===== config.mk =====
export PLATFORM = sky130hd
export DESIGN_NAME = range_sample_outlier_filter
export DESIGN_NICKNAME = d
export VERILOG_FILES = /design/src/hw/rtl/rsof_pkg.sv /design/src/hw/rtl/rsof_core.sv /design/src/hw/rtl/range_sample_outlier_filter.sv
export SDC_FILE = /design/constraint.sdc
export NUM_CORES = 1
export LEC_CHECK = 0
export BUFFER_PORTS_ARGS = -buffer_cell sky130_fd_sc_hd__clkbuf_2
export CAP_MARGIN = 0
export CORE_MARGIN = 2
export CORE_UTILIZATION = 55
export DETAILED_ROUTE_END_ITERATION = 12
export HOLD_SLACK_MARGIN = 0.03
export MAX_ROUTING_LAYER = met4
export PLACE_DENSITY = 0.78
export SYNTH_ARGS = -nofsm -noshare
export SYNTH_HDL_FRONTEND = slang
export SYNTH_SLANG_ARGS = --single-unit

===== constraint.sdc =====
create_clock -name clock -period 7.3 [get_ports clock]
set_input_delay 1.46 -clock clock [delete_from_list [all_inputs] [get_ports clock]]
set_output_delay 1.46 -clock clock [all_outputs]
set_load 0.05 [all_outputs]

===== src/hw/rtl/rsof_pkg.sv =====
`timescale 1ns / 1ps

package rsof_pkg;

   // sample width default and fixed register widths
   localparam int SAMPLE_BITS_DEF = 13;
   localparam int CFG_BITS        = 13;
   localparam int MODE_BITS       = 2;
   localparam int CSR_INDEX_BITS  = 2;
   localparam int VEL_BITS        = 15;
   localparam int VEL_MIN         = -16384;
   localparam int VEL_MAX         = 16383;

   typedef enum logic [MODE_BITS-1:0] {
      MODE_CLAMP  = 2'd0,
      MODE_EXTRAP = 2'd1,
      MODE_HOLD   = 2'd2
   } mode_type;

   typedef enum logic [1:0] {
      ERR_NONE  = 2'd0,
      ERR_BELOW = 2'd1,
      ERR_ABOVE = 2'd2,
      ERR_JUMP  = 2'd3
   } err_type;

   typedef enum logic [CSR_INDEX_BITS-1:0] {
      CSR_MODE     = 2'd0,
      CSR_MIN_DIST = 2'd1,
      CSR_MAX_DIST = 2'd2,
      CSR_MAX_JUMP = 2'd3
   } csr_index_type;

   localparam logic [MODE_BITS-1:0] MODE_RESET     = MODE_HOLD;
   localparam logic [CFG_BITS-1:0]  MIN_DIST_RESET = 13'd80;
   localparam logic [CFG_BITS-1:0]  MAX_DIST_RESET = 13'd4000;
   localparam logic [CFG_BITS-1:0]  MAX_JUMP_RESET = 13'd480;

endpackage


===== src/hw/rtl/rsof_core.sv =====
`timescale 1ns / 1ps

module rsof_core import rsof_pkg::*; #(
   parameter int SAMPLE_BITS = SAMPLE_BITS_DEF
) (
   input  logic [SAMPLE_BITS-1:0] raw,
   input  logic [SAMPLE_BITS-1:0] last,
   input  logic [SAMPLE_BITS-1:0] older,
   input  logic [MODE_BITS-1:0]   mode,
   input  logic [CFG_BITS-1:0]    min_dist,
   input  logic [CFG_BITS-1:0]    max_dist,
   input  logic [CFG_BITS-1:0]    max_jump,
   output logic [SAMPLE_BITS-1:0] corr,
   output logic [VEL_BITS-1:0]    vel,
   output err_type                err,
   output logic                   fixed
);

   // signed working width with headroom for 2*last and 2*diff
   localparam int CW = ((SAMPLE_BITS > CFG_BITS) ? SAMPLE_BITS : CFG_BITS) + 3;
   localparam logic signed [CW-1:0] VMIN = CW'(VEL_MIN);
   localparam logic signed [CW-1:0] VMAX = CW'(VEL_MAX);

   logic signed [CW-1:0] raw_s, last_s, older_s, min_s, max_s, jump_s, smax_s;
   logic signed [CW-1:0] diff_s, adiff_s, extrap_s, pick_s, res_s, vdiff_s, vsat_s;
   logic                 below, above, jump;

   assign raw_s   = signed'({{(CW-SAMPLE_BITS){1'b0}}, raw});
   assign last_s  = signed'({{(CW-SAMPLE_BITS){1'b0}}, last});
   assign older_s = signed'({{(CW-SAMPLE_BITS){1'b0}}, older});
   assign min_s   = signed'({{(CW-CFG_BITS){1'b0}}, min_dist});
   assign max_s   = signed'({{(CW-CFG_BITS){1'b0}}, max_dist});
   assign jump_s  = signed'({{(CW-CFG_BITS){1'b0}}, max_jump});
   assign smax_s  = signed'({{(CW-SAMPLE_BITS){1'b0}}, {SAMPLE_BITS{1'b1}}});

   assign diff_s   = raw_s - last_s;
   assign adiff_s  = diff_s[CW-1] ? -diff_s : diff_s;
   assign below    = raw_s < min_s;
   assign above    = raw_s > max_s;
   assign jump     = adiff_s > jump_s;
   assign extrap_s = (last_s <<< 1) - older_s;

   always_comb begin
      pick_s = raw_s;
      err    = ERR_NONE;
      fixed  = 1'b0;
      unique case (mode)
         MODE_CLAMP: begin
            if (below) begin
               err = ERR_BELOW; pick_s = min_s; fixed = 1'b1;
            end else if (above) begin
               err = ERR_ABOVE; pick_s = max_s; fixed = 1'b1;
            end
         end
         MODE_EXTRAP: begin
            if (jump) begin
               err = ERR_JUMP; pick_s = extrap_s; fixed = 1'b1;
            end
         end
         MODE_HOLD: begin
            if (below)      err = ERR_BELOW;
            else if (above) err = ERR_ABOVE;
            else if (jump)  err = ERR_JUMP;
            if (below || above || jump) begin
               pick_s = last_s; fixed = 1'b1;
            end
         end
         default: begin
            // unused mode: sample passes unchanged
            pick_s = raw_s;
         end
      endcase
   end

   // saturate to the sample range
   always_comb begin
      if (pick_s < 0)           res_s = '0;
      else if (pick_s > smax_s) res_s = smax_s;
      else                      res_s = pick_s;
   end

   assign vdiff_s = (res_s - last_s) <<< 1;

   always_comb begin
      if (vdiff_s < VMIN)      vsat_s = VMIN;
      else if (vdiff_s > VMAX) vsat_s = VMAX;
      else                     vsat_s = vdiff_s;
   end

   assign corr = res_s[SAMPLE_BITS-1:0];
   assign vel  = vsat_s[VEL_BITS-1:0];

endmodule


===== src/hw/rtl/range_sample_outlier_filter.sv =====
`timescale 1ns / 1ps

// range sample outlier filter
// req channel: one raw distance word (1/16 cm) per handshake, taken when
// req_valid is high and req_stall is low. rsp channel: one word per input
// with corrected distance, velocity, error code and a corrected flag, taken
// when rsp_valid is high and rsp_stall is low.
// csr port: write csr_wdata to register csr_index when csr_write is high
// (0 mode, 1 min distance, 2 max distance, 3 max jump); write only while idle.
// data path: a word accepted into the input register passes through the core
// and is written to the result register that drives rsp.
// throughput: one word per cycle while rsp_stall is low; the only loop is
// the two-sample history, which is updated in the same cycle the word moves
// from the input register to the result register.
// rsp_stall holds the result register; the input register still takes one
// more word, then req_stall rises until the result is taken.
// reset: both channels empty, history cleared to zero, registers back to
// hold mode, window 80..4000, max jump 480.
module range_sample_outlier_filter import rsof_pkg::*; #(
   parameter int SAMPLE_BITS = SAMPLE_BITS_DEF
) (
   input  logic                      clock,
   input  logic                      reset,
   input  logic                      req_valid,
   output logic                      req_stall,
   input  logic [SAMPLE_BITS-1:0]    req_raw_distance,
   output logic                      rsp_valid,
   input  logic                      rsp_stall,
   output logic [SAMPLE_BITS-1:0]    rsp_corrected_distance,
   output logic signed [VEL_BITS-1:0] rsp_velocity,
   output logic [1:0]                rsp_error_code,
   output logic                      rsp_corrected,
   input  logic                      csr_write,
   input  logic [CSR_INDEX_BITS-1:0] csr_index,
   input  logic [CFG_BITS-1:0]       csr_wdata
);

   logic [MODE_BITS-1:0]   mode_ff, mode_in;
   logic [CFG_BITS-1:0]    min_ff, min_in, max_ff, max_in, jump_ff, jump_in;
   logic                   in_valid_ff, in_valid_in;
   logic [SAMPLE_BITS-1:0] in_raw_ff, in_raw_in;
   logic [SAMPLE_BITS-1:0] last_ff, last_in, older_ff, older_in;
   logic                   out_valid_ff, out_valid_in;
   logic [SAMPLE_BITS-1:0] out_corr_ff, out_corr_in;
   logic [VEL_BITS-1:0]    out_vel_ff, out_vel_in;
   err_type                out_err_ff, out_err_in;
   logic                   out_fixed_ff, out_fixed_in;

   logic [SAMPLE_BITS-1:0] core_corr;
   logic [VEL_BITS-1:0]    core_vel;
   err_type                core_err;
   logic                   core_fixed;
   logic                   out_load, in_load;

   rsof_core #(.SAMPLE_BITS(SAMPLE_BITS)) u_core (
      .raw      (in_raw_ff),
      .last     (last_ff),
      .older    (older_ff),
      .mode     (mode_ff),
      .min_dist (min_ff),
      .max_dist (max_ff),
      .max_jump (jump_ff),
      .corr     (core_corr),
      .vel      (core_vel),
      .err      (core_err),
      .fixed    (core_fixed)
   );

   // result register frees when empty or taken this cycle
   assign out_load  = in_valid_ff && (!out_valid_ff || !rsp_stall);
   assign req_stall = in_valid_ff && !out_load;
   assign in_load   = req_valid && !req_stall;

   always_comb begin
      mode_in = mode_ff;
      min_in  = min_ff;
      max_in  = max_ff;
      jump_in = jump_ff;
      if (csr_write) begin
         unique case (csr_index)
            CSR_MODE:     mode_in = csr_wdata[MODE_BITS-1:0];
            CSR_MIN_DIST: min_in  = csr_wdata;
            CSR_MAX_DIST: max_in  = csr_wdata;
            CSR_MAX_JUMP: jump_in = csr_wdata;
            default:      mode_in = mode_ff;
         endcase
      end
   end

   always_comb begin
      in_valid_in = in_valid_ff;
      in_raw_in   = in_raw_ff;
      if (in_load) begin
         in_valid_in = 1'b1;
         in_raw_in   = req_raw_distance;
      end else if (out_load) begin
         in_valid_in = 1'b0;
      end
   end

   always_comb begin
      out_valid_in = out_valid_ff;
      out_corr_in  = out_corr_ff;
      out_vel_in   = out_vel_ff;
      out_err_in   = out_err_ff;
      out_fixed_in = out_fixed_ff;
      last_in      = last_ff;
      older_in     = older_ff;
      if (out_load) begin
         out_valid_in = 1'b1;
         out_corr_in  = core_corr;
         out_vel_in   = core_vel;
         out_err_in   = core_err;
         out_fixed_in = core_fixed;
         older_in     = last_ff;
         last_in      = core_corr;
      end else if (!rsp_stall) begin
         out_valid_in = 1'b0;
      end
   end

   always_ff @(posedge clock) begin
      if (reset) begin
         mode_ff      <= MODE_RESET;
         min_ff       <= MIN_DIST_RESET;
         max_ff       <= MAX_DIST_RESET;
         jump_ff      <= MAX_JUMP_RESET;
         in_valid_ff  <= 1'b0;
         out_valid_ff <= 1'b0;
         last_ff      <= '0;
         older_ff     <= '0;
      end else begin
         mode_ff      <= mode_in;
         min_ff       <= min_in;
         max_ff       <= max_in;
         jump_ff      <= jump_in;
         in_valid_ff  <= in_valid_in;
         out_valid_ff <= out_valid_in;
         last_ff      <= last_in;
         older_ff     <= older_in;
      end
   end

   always_ff @(posedge clock) begin
      in_raw_ff    <= in_raw_in;
      out_corr_ff  <= out_corr_in;
      out_vel_ff   <= out_vel_in;
      out_err_ff   <= out_err_in;
      out_fixed_ff <= out_fixed_in;
   end

   assign rsp_valid              = out_valid_ff;
   assign rsp_corrected_distance = out_corr_ff;
   assign rsp_velocity           = signed'(out_vel_ff);
   assign rsp_error_code         = out_err_ff;
   assign rsp_corrected          = out_fixed_ff;

endmodule

Word-level counts from Yosys, hierarchy flattened
Cells that the tools add are included.
{"block": "op_classes", "add_sub_neg": 4, "n_lt_le_gt_ge": 7, "n_reduce_logical": 17, "n_mux": 24, "eq_ne": 6}
{"cell": "$mux 16", "count": 3}
{"cell": "$pmux 16 s3", "count": 1}
{"cell": "$mux 15", "count": 3}
{"cell": "$mux 13", "count": 2}
{"cell": "$gt 16x14->1", "count": 1}
{"cell": "$gt 16x14->1 const B", "count": 1}
{"cell": "$gt 16x15->1 const B", "count": 1}
{"cell": "$lt 16x1->1 const B", "count": 1}
{"cell": "$lt 16x15->1 const B", "count": 1}
{"cell": "$neg 16->16", "count": 1}
{"cell": "$sub 14x13->15", "count": 1}
{"cell": "$sub 15x14->15", "count": 1}
{"cell": "$sub 13x13->14", "count": 1}
{"cell": "$gt 13x13->1", "count": 1}
{"cell": "$lt 13x13->1", "count": 1}
{"cell": "$mux 2", "count": 5}
{"cell": "$mux 1", "count": 8}
{"cell": "$reduce_and 2->1", "count": 4}
{"cell": "$eq 2x2->1 const B", "count": 3}
{"cell": "$pmux 2 s3", "count": 1}
{"cell": "$eq 2x1->1 const B", "count": 2}
{"cell": "$logic_not 1->1", "count": 4}
{"cell": "$logic_not 2->1", "count": 2}
{"cell": "$logic_and 1x1->1", "count": 3}
{"cell": "other kinds (4)", "count": 6}
{"block": "word_totals", "output_inout_bits": 33, "input_bits": 33, "ff_bits": 113, "wordCells": 71}

Logic depth before layout (Yosys ltp)
Gate-level depths: netlist of the first run.
{"block": "depth", "word_depth": 13, "depth_mapped": 38, "mapped_depth_nobuf": 34}

By module
A second synthesis of the first run with hierarchy kept.
{"block": "hier_totals", "hier_cells": 991, "area_unflattened_um2": 8660.8}
{"mod": "rsof_core", "instances": 1, "cells_each": 675, "area_per_inst_um2": 4499.3, "seq_area_each_um2": 0.0}
{"mod": "range_sample_outlier_filter", "instances": 1, "cells_each": 316, "area_per_inst_um2": 4161.5, "seq_area_each_um2": 2702.6}

Worst setup path before layout of the first run
OpenSTA, ideal clock, no wires.
{"block": "synth_path", "path_type": "register -> register", "startpoint": "reg in_raw_ff[0]", "endpoint": "reg out_vel_ff[11], in the netlist rsp_velocity[11] (data pin)", "period_less_slack_ps": 7312, "setup_ps": 264, "n_path_buf": 3, "t_arrival_ps": 7047, "t_required_ps": 7036, "stages_incl_launch_ff": 38, "path_slack_ps": -12, "cell_sequence": "edfxtp_1 inv_1 ha_1 fa_1 nor2b_1 o2111ai_1 a21boi_1 nor2_1 or3_1 or3_1 o31ai_1 xnor2_1 ha_1 and2_1 a221oi_1 nand2_1 o211ai_1 o41a_1 (+2 left out) buf_6 nand3_1 nand2_1 a21oi_1 inv_1 ha_1 nor2b_1 o21ai_0 a21boi_0 o21ai_0 a21boi_0 o21ai_0 a21boi_0 o31ai_1 a21oi_1 and3_1 clkbuf_1 a21oi_1"}
{"block": "synth_via", "elab_chain_len": 13, "word_cells_on_any_way": 21, "cone_classes": "3 x add/sub; 7 x order compare; 9 x mux; 2 x reduce/logical"}
{"element": "from (decl)", "line_no": "range_sample_outlier_filter.sv:41", "text": "logic [SAMPLE_BITS-1:0] in_raw_ff, in_raw_in;"}
{"element": "from (signal assigned)", "line_no": "range_sample_outlier_filter.sv:145", "text": "in_raw_ff <= in_raw_in;"}
{"element": "$sub 13x13->14", "line_no": "rsof_core.sv:36", "text": "assign diff_s = raw_s - last_s;"}
{"element": "$neg 16->16", "line_no": "rsof_core.sv:37", "text": "assign adiff_s = diff_s[CW-1] ? -diff_s : diff_s;"}
{"element": "$mux 16", "line_no": "rsof_core.sv:37"}
{"element": "$gt 16x14->1", "line_no": "rsof_core.sv:40", "text": "assign jump = adiff_s > jump_s;"}
{"element": "$logic_or 1x1->1", "line_no": "rsof_core.sv:64", "text": "if (below || above || jump) begin"}
{"element": "$mux 13", "line_no": "rsof_core.sv:64"}
{"element": "$pmux 16 s3 *", "line_no": "rsof_core.sv:47", "text": "unique case (mode)"}
{"element": "$gt 16x14->1", "line_no": "rsof_core.sv:78", "text": "else if (pick_s > smax_s) res_s = smax_s;"}
{"element": "$mux 15", "line_no": "rsof_core.sv:78"}
{"element": "$mux 15 *", "line_no": "rsof_core.sv:77", "text": "if (pick_s < 0) res_s = '0;"}
{"element": "net core_corr[1]", "line_no": "range_sample_outlier_filter.sv:49", "text": "logic [SAMPLE_BITS-1:0] core_corr;"}
{"element": "$sub 15x14->15 *", "line_no": "rsof_core.sv:82", "text": "assign vdiff_s = (res_s - last_s) <<< 1;"}
{"element": "$gt 16x15->1", "line_no": "rsof_core.sv:86", "text": "else if (vdiff_s > VMAX) vsat_s = VMAX;"}
{"element": "$mux 15", "line_no": "rsof_core.sv:86"}
{"element": "to (signal assigned)", "line_no": "range_sample_outlier_filter.sv:147", "text": "out_vel_ff <= out_vel_in;"}
{"element": "to (decl)", "line_no": "range_sample_outlier_filter.sv:45", "text": "logic [VEL_BITS-1:0] out_vel_ff, out_vel_in;"}
The timed path passes the listed nets; every way through them passes the cells marked *.
A chain may end at the register's enable or synchronous reset.

Worst setup path in the final report of the first run
{"block": "layout_path", "startpoint": "reg in_raw_ff[0]", "endpoint": "reg out_vel_ff[13], in the netlist rsp_velocity[13] (data pin)"}
Same word-level chain as after synthesis.

==> results of run 1 <==
cell usage after synthesis, types with 7 or more instances:
| cell | n | area share, % |
|---|---|---|
| a211o_1 | 10 | 1.1 |
| o21ai_0 | 50 | 3.1 |
| xor2_1 | 8 | 0.87 |
| o21ai_1 | 10 | 0.62 |
| inv_1 | 78 | 3.6 |
| a21oi_1 | 101 | 6.3 |
| nor2_1 | 67 | 3.1 |
| o21a_1 | 13 | 1.2 |
| clkbuf_1 | 31 | 1.4 |
| or2_2 | 7 | 0.54 |
| edfxtp_1 | 44 | 16 |
| a21o_1 | 15 | 1.4 |
| nand2_1 | 152 | 7.1 |
| a31oi_1 | 15 | 1.2 |
| nand3b_1 | 10 | 0.93 |
| nor3_1 | 10 | 0.62 |
| xnor2_1 | 28 | 3.0 |
| dfxtp_1 | 69 | 17 |
| a211oi_1 | 8 | 0.75 |
| ha_1 | 77 | 12 |
| nand2b_1 | 9 | 0.70 |
| nand3_1 | 18 | 1.1 |
| and3_1 | 12 | 0.93 |
| nor2b_1 | 15 | 1.2 |
flip-flops by register name, indices dropped and copies added (netlist names), 13 cells and up:
signal	count
rsp_velocity	15
in_raw_ff	13
jump_ff	13
last_ff	13
max_ff	13
min_ff	13
older_ff	13
rsp_corrected_distance	13
per-stage QoR:
stage               power [W]  instances  cell area [µm²]  hold WS (ns)  setup WS [ns]
detailed placement   0.002112       1246             8864        0.4467        -0.1237
finish               0.003201       1303             9878        0.4543        -0.1233
global placement     0.002089       1246             8864        0.4431      -0.005157
CTS                  0.002995       1283             9532        0.4541       0.001044
floorplan            0.001747        982             8049        0.4363        0.05965
global route         0.003353       1303             9878        0.4776        -0.3905
worst max-delay path by stage:
stage | start | to | slack, ns | cells past startpoint
3_5_place_dp | in_raw_ff[0] | rsp_velocity[1] | -0.12 | 35
4_1_cts | in_raw_ff[0] | rsp_velocity[11] | 0.001 | 35
3_3_place_gp | in_raw_ff[0] | rsp_velocity[11] | -0.005 | 33
2_1_floorplan | in_raw_ff[0] | rsp_velocity[11] | 0.06 | 37
6_report | in_raw_ff[0] | rsp_velocity[13] | -0.12 | 35
5_1_grt | in_raw_ff[4] | rsp_velocity[13] | -0.39 | 33
worst register-to-register path: cells and delay by family (launching register included):
kind | cells | cell delay, ns
buf+inv | 3 | 0.39
compound gates | 17 | 3.26
flops | 1 | 0.38
simple gates | 9 | 1.65
fa+ha+maj | 4 | 1.22
xor+xnor | 2 | 0.31
cell type report:
type                            count  area [µm²]
Inverter                           80       300.3
Tap cell                          184       230.2
Sequential cell                   113        2703
Clock inverter                      6       41.29
Fill cell                        1151        4546
Timing Repair Buffer              148       964.7
Multi-Input combinational cell    747        5090
Clock buffer                       25       549.3
routing by layer:
metal	up-vias	share of wire (%)	track usage [%]
li1	3758	-	-
met1	3798	42	41.16
met3	59	7.7	5.734
met2	389	47	49.78
met5	-	0	-
met4	0	2.9	11.44
kinds of logic after synthesis:
family                   share of synthesized area (%)
AND/OR/NAND/NOR                                  19.17
AO/OA/AOI/OAI                                    23.44
buffers and inverters                            5.985
flip-flops                                       33.58
adder cells (fa/ha/maj)                          12.72
XOR/XNOR                                         3.917
multiplexers                                     1.197
power by group through the flow:
stage               combinational, W  sequential [W]  clock (W)
floorplan                   0.000826        0.000922          0
global placement             0.00129        0.000799          0
detailed placement           0.00131        0.000800          0
CTS                          0.00138        0.000787   0.000823
global route                 0.00171        0.000793   0.000850
finish                       0.00160        0.000788   0.000816
cell usage in the layout, fill, tap and decap left out, types with 43 or more instances in the layout:
| master | synthesis | routed |
|---|---|---|
| dfxtp_1 | 69 | 69 |
| inv_1 | 78 | 76 |
| clkbuf_2 | 0 | 65 |
| nor2_1 | 67 | 66 |
| a21oi_1 | 101 | 95 |
| ha_1 | 77 | 72 |
| o21ai_0 | 50 | 43 |
| nand2_1 | 152 | 151 |
| edfxtp_1 | 44 | 44 |
| buf_4 | 1 | 81 |
what timing repair did:
item,in CTS,in global routing
buffers inserted,6,20
pin swaps,3,39
setup endpoints to repair,10,13
resized for setup,12,51
==> flow_summary_export.csv, run 1 <==
group,metric,value,unit
setup_path,path_buf_inv,3,
pwr,power_density,324.0,nW/µm²
setup_path,rr_worst_depth,35,
status,outcome,"complete, but fails checks",
hold_path,min_path_cells,2,
logic_synthesis,syn_inst,982,
grt,grt_pass1_vias,7229,
logic_synthesis,yosysWarnings,0,
job,maxCapViolCount,0,
status,violations,"setup timing",
timing,fmax,134.7,MHz
layout,n_antenna_cell,0,
timing,slew_viol_final,0,
floorplanning,core-area,14420,µm²
setup_path,worst-setup-path-type,"flip-flop to flip-flop",
routing,firstDrtPassIters,5,
setup_path,cp-start-kind,"flip-flop",
setup_path,cpPeakStageDelay,0.43,ns
routing,drt_iter0_markers,1100,
timing,hold_violations,0,
clocking,cts_hold_buffers,0,
clocking,cts_buffers,17,
logic_synthesis,synth_edf_count,44,
pwr,p_seq_share,24.6,%
clocking,clockRootBuffer,"clkbuf_16",
routing,totalWireLength,24890,µm
routing,drc,0,
timing,worst_pin_slew,0.9912,ns
setup_path,rrSetupSlack,-0.12,ns
floorplanning,dieHeight,125.0,µm
routing,via_per_inst,6.143,
routing,vias,8004,
timing,period_share,101.7,%
logic_synthesis,syn_area,8049,µm²
clocking,cts_tree,"yes",
floorplanning,initial_core_util,55.80,%
timing,rsz0062_at_grt,"yes",
clocking,h-tree-depth,4,
pwr,irDropWorstVdd,0.0001886,V
layout,final_util,68.49,%
setup_path,arrival,7.59,ns
floorplanning,die-area,15620,µm²
hold_path,hold_class,"flip-flop to flip-flop",
layout,finalNetCount,1220,
pwr,switching_power,0.001239,W
routing,ant_nets,0,
logic_synthesis,mappedNetlistNets,1095,
logic_synthesis,synth_cell_types,72,
floorplanning,ioPinCount,66,
clocking,clk_path_buf_depth,2,
timing,setup_ws,-0.1233,ns
setup_path,worst_path_max_delay_cell,"fa_2",
clocking,clock_sinks,113,
timing,tns,-0.6674,ns
setup_path,cp.required,7.47,ns
setup_path,worstSetupEndpointType,"flip-flop",
floorplanning,die_width,125.0,µm
logic_synthesis,syn_area_per_cell,8.197,µm²
pwr,p_int,0.001962,W
grt,overflow,0,
setup_path,critPathMostFrequentCell,"o21ai_1",
timing,min_period,7.423,ns
pwr,p_leak,4.184,nW
placement,dp_hpwl,17990,µm
pwr,clkPwrFrac,25.5,%
routing,wl_per_cell,19.10,µm
hold_path,min-delay-start,"older_ff[7]",
pwr,pwr-share-comb,49.9,%
clocking,clkLatencyLatePin,0.43,ns
logic_synthesis,synthFlopType,"dfxtp_1",
grt,grt_max_degree,70,
pwr,swShare,38.71,%
timing,setup_viol,8,
logic_synthesis,yosysSeqAreaShare,33.58,%
layout,synthToLayoutAreaGrowth,22.73,%
placement,portBuffers,65,
logic_synthesis,async_flop_share,0,%
logic_synthesis,ys_seq_elements,113,
setup_path,crit_family,"compound AO/OA/AOI/OAI gates",
grt,grt_use_total,31.65,%
timing,finalClockSkew,0.01270,ns
layout,drive_above_1_share,21.81,%
setup_path,worstReg2RegEnd,"rsp_velocity[13]",
clocking,cts.reportedPaths.clkPinSlew,0.05,ns
timing,maxSlewHeadroom,33.92,%
setup_path,r2r_start,"in_raw_ff[0]",
setup_path,crit_fanout,6,
grt,antenna_found_initial,0,
grt,grt_pass1_wl,37880,µm
floorplanning,num_rows,44,
placement,gp_congestion,1.041,
hold_path,hold_end,"older_ff[7]",
No activity file was read; power rests on OpenSTA's default activity.
==> run 2, diff against run 1 <==
- CELL_PAD_IN_SITES_DETAIL_PLACEMENT: unset -> 0
- CELL_PAD_IN_SITES_GLOBAL_PLACEMENT: unset -> 1
- CORE_UTILIZATION: 55 -> 42
- PLACE_DENSITY: 0.78 -> 0.79
==> run 2 against run 1 <==
  * The run now ends clean
  * Count of clock-buffer cells in the layout fell by 7
  * Critical path depth fell by 1
  * First-iteration DRC count fell by 48%
  * Total power fell by 2.8%
  * Combinational power fell by 6%
  * Routed wire length fell by 0.34%
  * Utilization fell by 16 points
  * Sequential share of layout area barely moved
==> flow_summary_export.csv, run 2 (synthesis gave the netlist of run 1 again) <==
group,metric,value,unit
floorplanning,die_width,142.4,µm
clocking,cts_buffers,17,
routing,vias,7582,
layout,largest_reg_flops,15,
layout,seqCellArea,2703,µm²
setup_path,worstSetupEndpointType,"flip-flop",
pwr,irDropWorstVdd,0.0001847,V
routing,totalWireLength,24800,µm
setup_path,cp-start-kind,"flip-flop",
clocking,cts_tree,"yes",
floorplanning,core-area,18770,µm²
layout,mostFrequentLayoutCells,"nand2_1 (151), a21oi_1 (94), inv_1 (75), buf_4 (74), ha_1 (72)",
floorplanning,die-area,20290,µm²
floorplanning,num_rows,50,
timing,hold_violations,0,
pwr,finalPower,0.003111,W
setup_path,crit_fanout,7,
layout,layout_commonest_cell,"nand2_1",
routing,wl_per_cell,18.41,µm
setup_path,worstReg2RegEnd,"rsp_velocity[2]",
placement,portBuffers,65,
setup_path,arrival,7.21,ns
floorplanning,dieHeight,142.4,µm
layout,multi_input_area,5100,µm²
clocking,clock_sinks,113,
grt,grt_use_total,25.48,%
timing,setup_viol,0,
layout,drive_above_1_share,21.38,%
placement,gp_congestion,1.006,
grt,antenna_found_initial,0,
grt,overflow,0,
setup_path,cp.required,7.46,ns
grt,grt_max_degree,70,
layout,n_antenna_cell,0,
setup_path,worst_path_max_delay_cell,"fa_2",
grt,grt_pass1_wl,38170,µm
setup_path,cpPeakStageDelay,0.44,ns
timing,worst_pin_slew,1.005,ns
pwr,p_leak,4.135,nW
timing,min_period,7.052,ns
setup_path,r2r_start,"in_raw_ff[0]",
setup_path,endpoint,"rsp_velocity[2]",
clocking,h-tree-depth,4,
timing,slew_viol_final,0,
clocking,clockRootBuffer,"clkbuf_16",
setup_path,critPathLaunch,"in_raw_ff[0]",
hold_path,hold_class,"flip-flop to flip-flop",
timing,rsz0062_at_grt,"yes",
timing,finalClockSkew,0.01538,ns
routing,drt_iter0_markers,569,
setup_path,worst-setup-path-type,"flip-flop to flip-flop",
setup_path,rrSetupSlack,0.25,ns
routing,via_per_inst,5.629,
clocking,clkLatencyLatePin,0.43,ns
grt,grt_pass1_vias,7027,
layout,synthToLayoutAreaGrowth,22.85,%
timing,period_share,96.61,%
clocking,cts_hold_buffers,0,
timing,fmax,141.8,MHz
routing,ant_nets,0,
job,maxCapViolCount,0,
routing,firstDrtPassIters,6,
routing,drc,0,
placement,dp_hpwl,18960,µm
timing,tns,0,ns
floorplanning,initial_core_util,42.89,%
layout,fillCellCount,1774,
clocking,cts.reportedPaths.clkPinSlew,0.06,ns
setup_path,rr_worst_depth,34,
floorplanning,ioPinCount,66,
pwr,power_density,314.7,nW/µm²
setup_path,critPathMostFrequentCell,"o21ai_1",
clocking,clk_path_buf_depth,2,
layout,finalNetCount,1213,
timing,maxSlewHeadroom,32.88,%
status,outcome,"finished clean",
run 2: metal layers:
| metal | share of wire (%) | routed length [µm] | global-route usage (%) | up-vias |
|---|---|---|---|---|
| li1 | - | - | - | 3741 |
| met1 | 47 | 11550 | 34.32 | 3555 |
| met2 | 44 | 11000 | 38.88 | 246 |
| met3 | 6.8 | 1682 | 5.249 | 40 |
| met4 | 2.3 | 568 | 7.348 | 0 |
| met5 | 0 | 0 | - | - |
run 2: timing repair:
action,4_1_cts,5_1_grt
pin swaps,2,26
endpoints found under the setup margin,9,13
resized for setup,9,55
endpoints found under the hold margin,0,0
setup buffers,0,10
run 2: layout make-up:
type	instances	area share (%)
clock buffer	18	4.555
clock inverter	14	1.316
inverter	80	3.037
multi-input combinational	747	51.58
sequential	113	27.33
tap	234	2.961
timing repair buffer	141	9.224
run 2: how the worst min path moves through the flow:
stage | startpoint | endpoint | slack, ns | cells after the start
after floorplan | jump_ff[10] | jump_ff[10] | 0.44 | 2
after global placement | jump_ff[3] | jump_ff[3] | 0.44 | 2
after detailed placement | older_ff[2] | older_ff[2] | 0.45 | 2
after CTS | older_ff[2] | older_ff[2] | 0.45 | 2
after global routing | older_ff[12] | older_ff[12] | 0.47 | 2
final | older_ff[10] | older_ff[10] | 0.45 | 2
run 2: per-stage QoR:
step | cells | cell area, µm² | worst slack, ns | hold slack [ns] | utilization (%)
2_1_floorplan | 982 | 8049 | 0.05965 | 0.4363 | -
3_3_place_gp | 1305 | 8994 | -0.01012 | 0.4428 | 47.92
3_5_place_dp | 1305 | 8994 | -0.1154 | 0.4463 | 47.92
4_1_cts | 1337 | 9593 | 0.01507 | 0.4539 | 51.11
5_1_grt | 1347 | 9888 | -0.1023 | 0.4718 | 52.69
6_report | 1347 | 9888 | 0.2475 | 0.4529 | 52.69
run 2: power breakdown:
part | internal (W) | total (W) | switching, W
logic | 0.000634 | 0.00151 | 0.000878
clock network | 0.000491 | 0.000814 | 0.000323
registers | 0.000754 | 0.000786 | 0.0000314
total | 0.00188 | 0.00311 | 0.00123
run 2: critical path, delay by kind of cell, from the launching register on:
family                   cells  cell delay (ns)
AND/OR/NAND/NOR              8             1.73
AO/OA/AOI/OAI               16             2.74
XOR/XNOR                     2             0.23
flip-flops                   1             0.36
adder cells (fa/ha/maj)      4             1.27
buffers and inverters        4             0.47
==> run 3, diff against run 2 <==
- ABC_AREA: unset -> 1
- CORE_UTILIZATION: 42 -> 40
- PLACE_DENSITY: 0.79 -> 0.78
==> run 3 against run 2 <==
  * Utilization fell by 5.9 points
  * Routed wire length rose by 3.6%
  * Via count rose by 3.8%
  * Clock power fell by 1%
  * First-iteration DRC count rose by 9.3%
  * Critical path depth rose by 8
  * Total power fell by 8.8%
  * Cell count rose by 12%
  * Non-clock buffer count fell by 65
  * Largest cell class unchanged
==> flow_summary_export.csv, run 3 <==
group,metric,value,unit
logic_synthesis,synth_most_common_cell,"nand2_1",
timing,maxSlewHeadroom,26.39,%
job,maxCapViolCount,0,
grt,overflow,0,
setup_path,cp.required,7.57,ns
setup_path,cp-start-kind,"flip-flop",
logic_synthesis,synth_edf_count,44,
pwr,p_seq_share,28.1,%
floorplanning,dieHeight,147.8,µm
logic_synthesis,ys_seq_elements,113,
floorplanning,die_width,147.8,µm
floorplanning,initial_core_util,40.77,%
clocking,cts.reportedPaths.clkPinSlew,0.05,ns
grt,antenna_found_initial,0,
status,outcome,"finished clean",
clocking,cts_tree,"yes",
logic_synthesis,synth_cell_types,47,
setup_path,worstReg2RegEnd,"rsp_velocity[1]",
layout,drive_above_1_share,11.25,%
logic_synthesis,syn_inst,1159,
placement,dp_hpwl,19840,µm
logic_synthesis,syn_area,8275,µm²
logic_synthesis,async_flop_share,0,%
pwr,switching_power,0.001183,W
timing,setup_ws,0.5711,ns
timing,setup_viol,0,
hold_path,min-delay-start,"jump_ff[2]",
pwr,pwr-share-comb,43.6,%
setup_path,worst-setup-path-type,"flip-flop to flip-flop",
routing,via_per_inst,5.224,
logic_synthesis,synth_area_leaders,"dfxtp_1 (17%), edfxtp_1 (16%), ha_1 (12%)",
placement,placement.setup.worst_slack,0.3568,ns
floorplanning,ioPinCount,66,
pwr,clkPwrFrac,28.3,%
setup_path,worst_path_max_delay_cell,"fa_1",
logic_synthesis,synthMuxAreaShare,0,%
clocking,clkLatencyLatePin,0.42,ns
grt,grt_use_total,24.82,%
floorplanning,num_rows,52,
setup_path,rrSetupSlack,0.57,ns
hold_path,hold_end,"jump_ff[2]",
pwr,p_leak,4.625,nW
layout,final_util,46.74,%
pwr,finalPower,0.002836,W
routing,drt_iter0_markers,622,
logic_synthesis,synthSimpleGateAreaFrac,24.96,%
logic_synthesis,yosysSeqAreaShare,32.66,%
logic_synthesis,synth.top_cell.area_share,16.69,%
layout,synthToLayoutAreaGrowth,14.65,%
routing,totalWireLength,25690,µm
logic_synthesis,synth_compound_area_share,15.71,%
routing,drc,0,
logic_synthesis,synth.largest_area_cell,"dfxtp_1",
setup_path,critPathMostFrequentCell,"nand2_1",
floorplanning,die-area,21860,µm²
routing,firstDrtPassIters,5,
layout,layout_commonest_cell,"nand2_1",
placement,portBuffers,65,
clocking,clockRootBuffer,"clkbuf_16",
timing,period_share,92.18,%
timing,finalClockSkew,0.008259,ns
grt,grt_max_degree,51,
logic_synthesis,synth_top_family_by_area,"simple AND/OR/NAND/NOR gates",
clocking,clock_sinks,113,
hold_path,hold_class,"flip-flop to flip-flop",
logic_synthesis,synthAdderAreaFrac,12.37,%
clocking,cts_buffers,17,
logic_synthesis,syn_area_per_cell,7.140,µm²
setup_path,cpPeakStageDelay,0.39,ns
setup_path,worstSetupEndpointType,"flip-flop",
hold_path,min_path_cells,2,
timing,fmax,148.6,MHz
clocking,h-tree-depth,4,
timing,hold_violations,0,
logic_synthesis,synth_top_cells_by_count,"nand2_1 (253), inv_1 (200), a21oi_1 (115), o21ai_0 (87), nand3_1 (84)",
routing,ant_nets,0,
pwr,swShare,41.72,%
layout,mostFrequentLayoutCells,"nand2_1 (253), inv_1 (200), a21oi_1 (115), o21ai_0 (87), nand3_1 (82)",
timing,worst_pin_slew,1.100,ns
timing,rsz0062_at_grt,"no",
timing,slew_viol_final,0,
setup_path,arrival,6.99,ns
layout,finalNetCount,1336,
timing,tns,0,ns
logic_synthesis,mappedNetlistNets,1272,
timing,min_period,6.729,ns
pwr,power_density,298.9,nW/µm²
logic_synthesis,synthXorXnorAreaFrac,3.175,%
setup_path,rr_worst_depth,42,
pwr,irDropWorstVdd,0.0001749,V
clocking,clk_path_buf_depth,2,
layout,largest_reg_flops,15,
logic_synthesis,synthFlopType,"dfxtp_1",
setup_path,crit_fanout,16,
grt,grt_pass1_vias,7264,
routing,vias,7868,
grt,grt_pass1_wl,40300,µm
layout,n_antenna_cell,0,
floorplanning,core-area,20300,µm²
logic_synthesis,yosysWarnings,0,
pwr,p_int,0.001653,W
placement,gp_congestion,0.8770,
routing,wl_per_cell,17.06,µm
setup_path,r2r_start,"in_raw_ff[0]",
## run 3: worst max-delay path, delay by kind of cell, from the launching register on
family          cells  cell delay [ns]
compound gates      6             0.79
fa+ha+maj           5             1.51
buf+inv             7             0.70
simple gates       23             3.03
flops               1             0.38
xor+xnor            1             0.16
## run 3: logic make-up (layout without fill, tap and decap cells)
group	count (synthesis)	in the layout
adders and majority gates	80	80
xor gates and xnor gates	30	30
and+or+nand+nor	457	458
buffers and inverters	238	314
DFF	113	113
AOI/OAI and AO/OA	241	241
## run 3: power by group through the flow
stage | Sequential (W) | Clock [W] | Combinational, W
after floorplan | 0.000918 | 0 | 0.000791
final | 0.000797 | 0.000803 | 0.00124
after CTS | 0.000798 | 0.000816 | 0.00122
after detailed placement | 0.000809 | 0 | 0.00121
after global routing | 0.000804 | 0.000843 | 0.00137
after global placement | 0.000810 | 0 | 0.00121
## run 3: how the worst max path moves through the flow
stage,from,slack [ns],endpoint,cells past startpoint
finish,in_raw_ff[0],0.57,rsp_velocity[1],42
global route,in_raw_ff[0],0.01,rsp_velocity[1],43
CTS,in_raw_ff[0],0.30,rsp_velocity[1],37
detailed placement,in_raw_ff[0],0.36,rsp_velocity[1],37
global placement,in_raw_ff[0],0.40,rsp_velocity[1],37
floorplan,in_raw_ff[0],1.49,rsp_velocity[11],43
## run 3: area by class of cell
| cell class | instances | area, µm² |
|---|---|---|
| flip-flops and latches | 113 | 2703 |
| repair buffers | 76 | 407.9 |
| inverters | 206 | 775.7 |
| clock buffers | 23 | 490.5 |
| fillers | 2078 | 10810 |
| clock inverters | 9 | 77.57 |
| multi-input cells | 809 | 4696 |
| well taps | 270 | 337.8 |
## run 3: what timing repair did
item	4_1_cts	5_1_grt
setup buffers	0	2
hold buffers	0	0
hold endpoints to repair	0	0
setup endpoints to repair	0	10
gates resized for setup	0	5
## run 3: metrics by stage
step	hold WS (ns)	instance area, µm²	cells
detailed placement	0.4595	8869	1471
CTS	0.4665	9437	1503
finish	0.4680	9488	1506
floorplan	0.4353	8275	1159
global placement	0.4535	8869	1471
global route	0.4812	9488	1506
## run 3: routing by layer
layer	up-vias	global-route usage [%]	routed length [µm]
met1	3616	34.76	12330
met5	-	-	0
met3	42	4.043	1323
met2	230	37.12	11480
li1	3980	-	-
met4	0	7.095	554
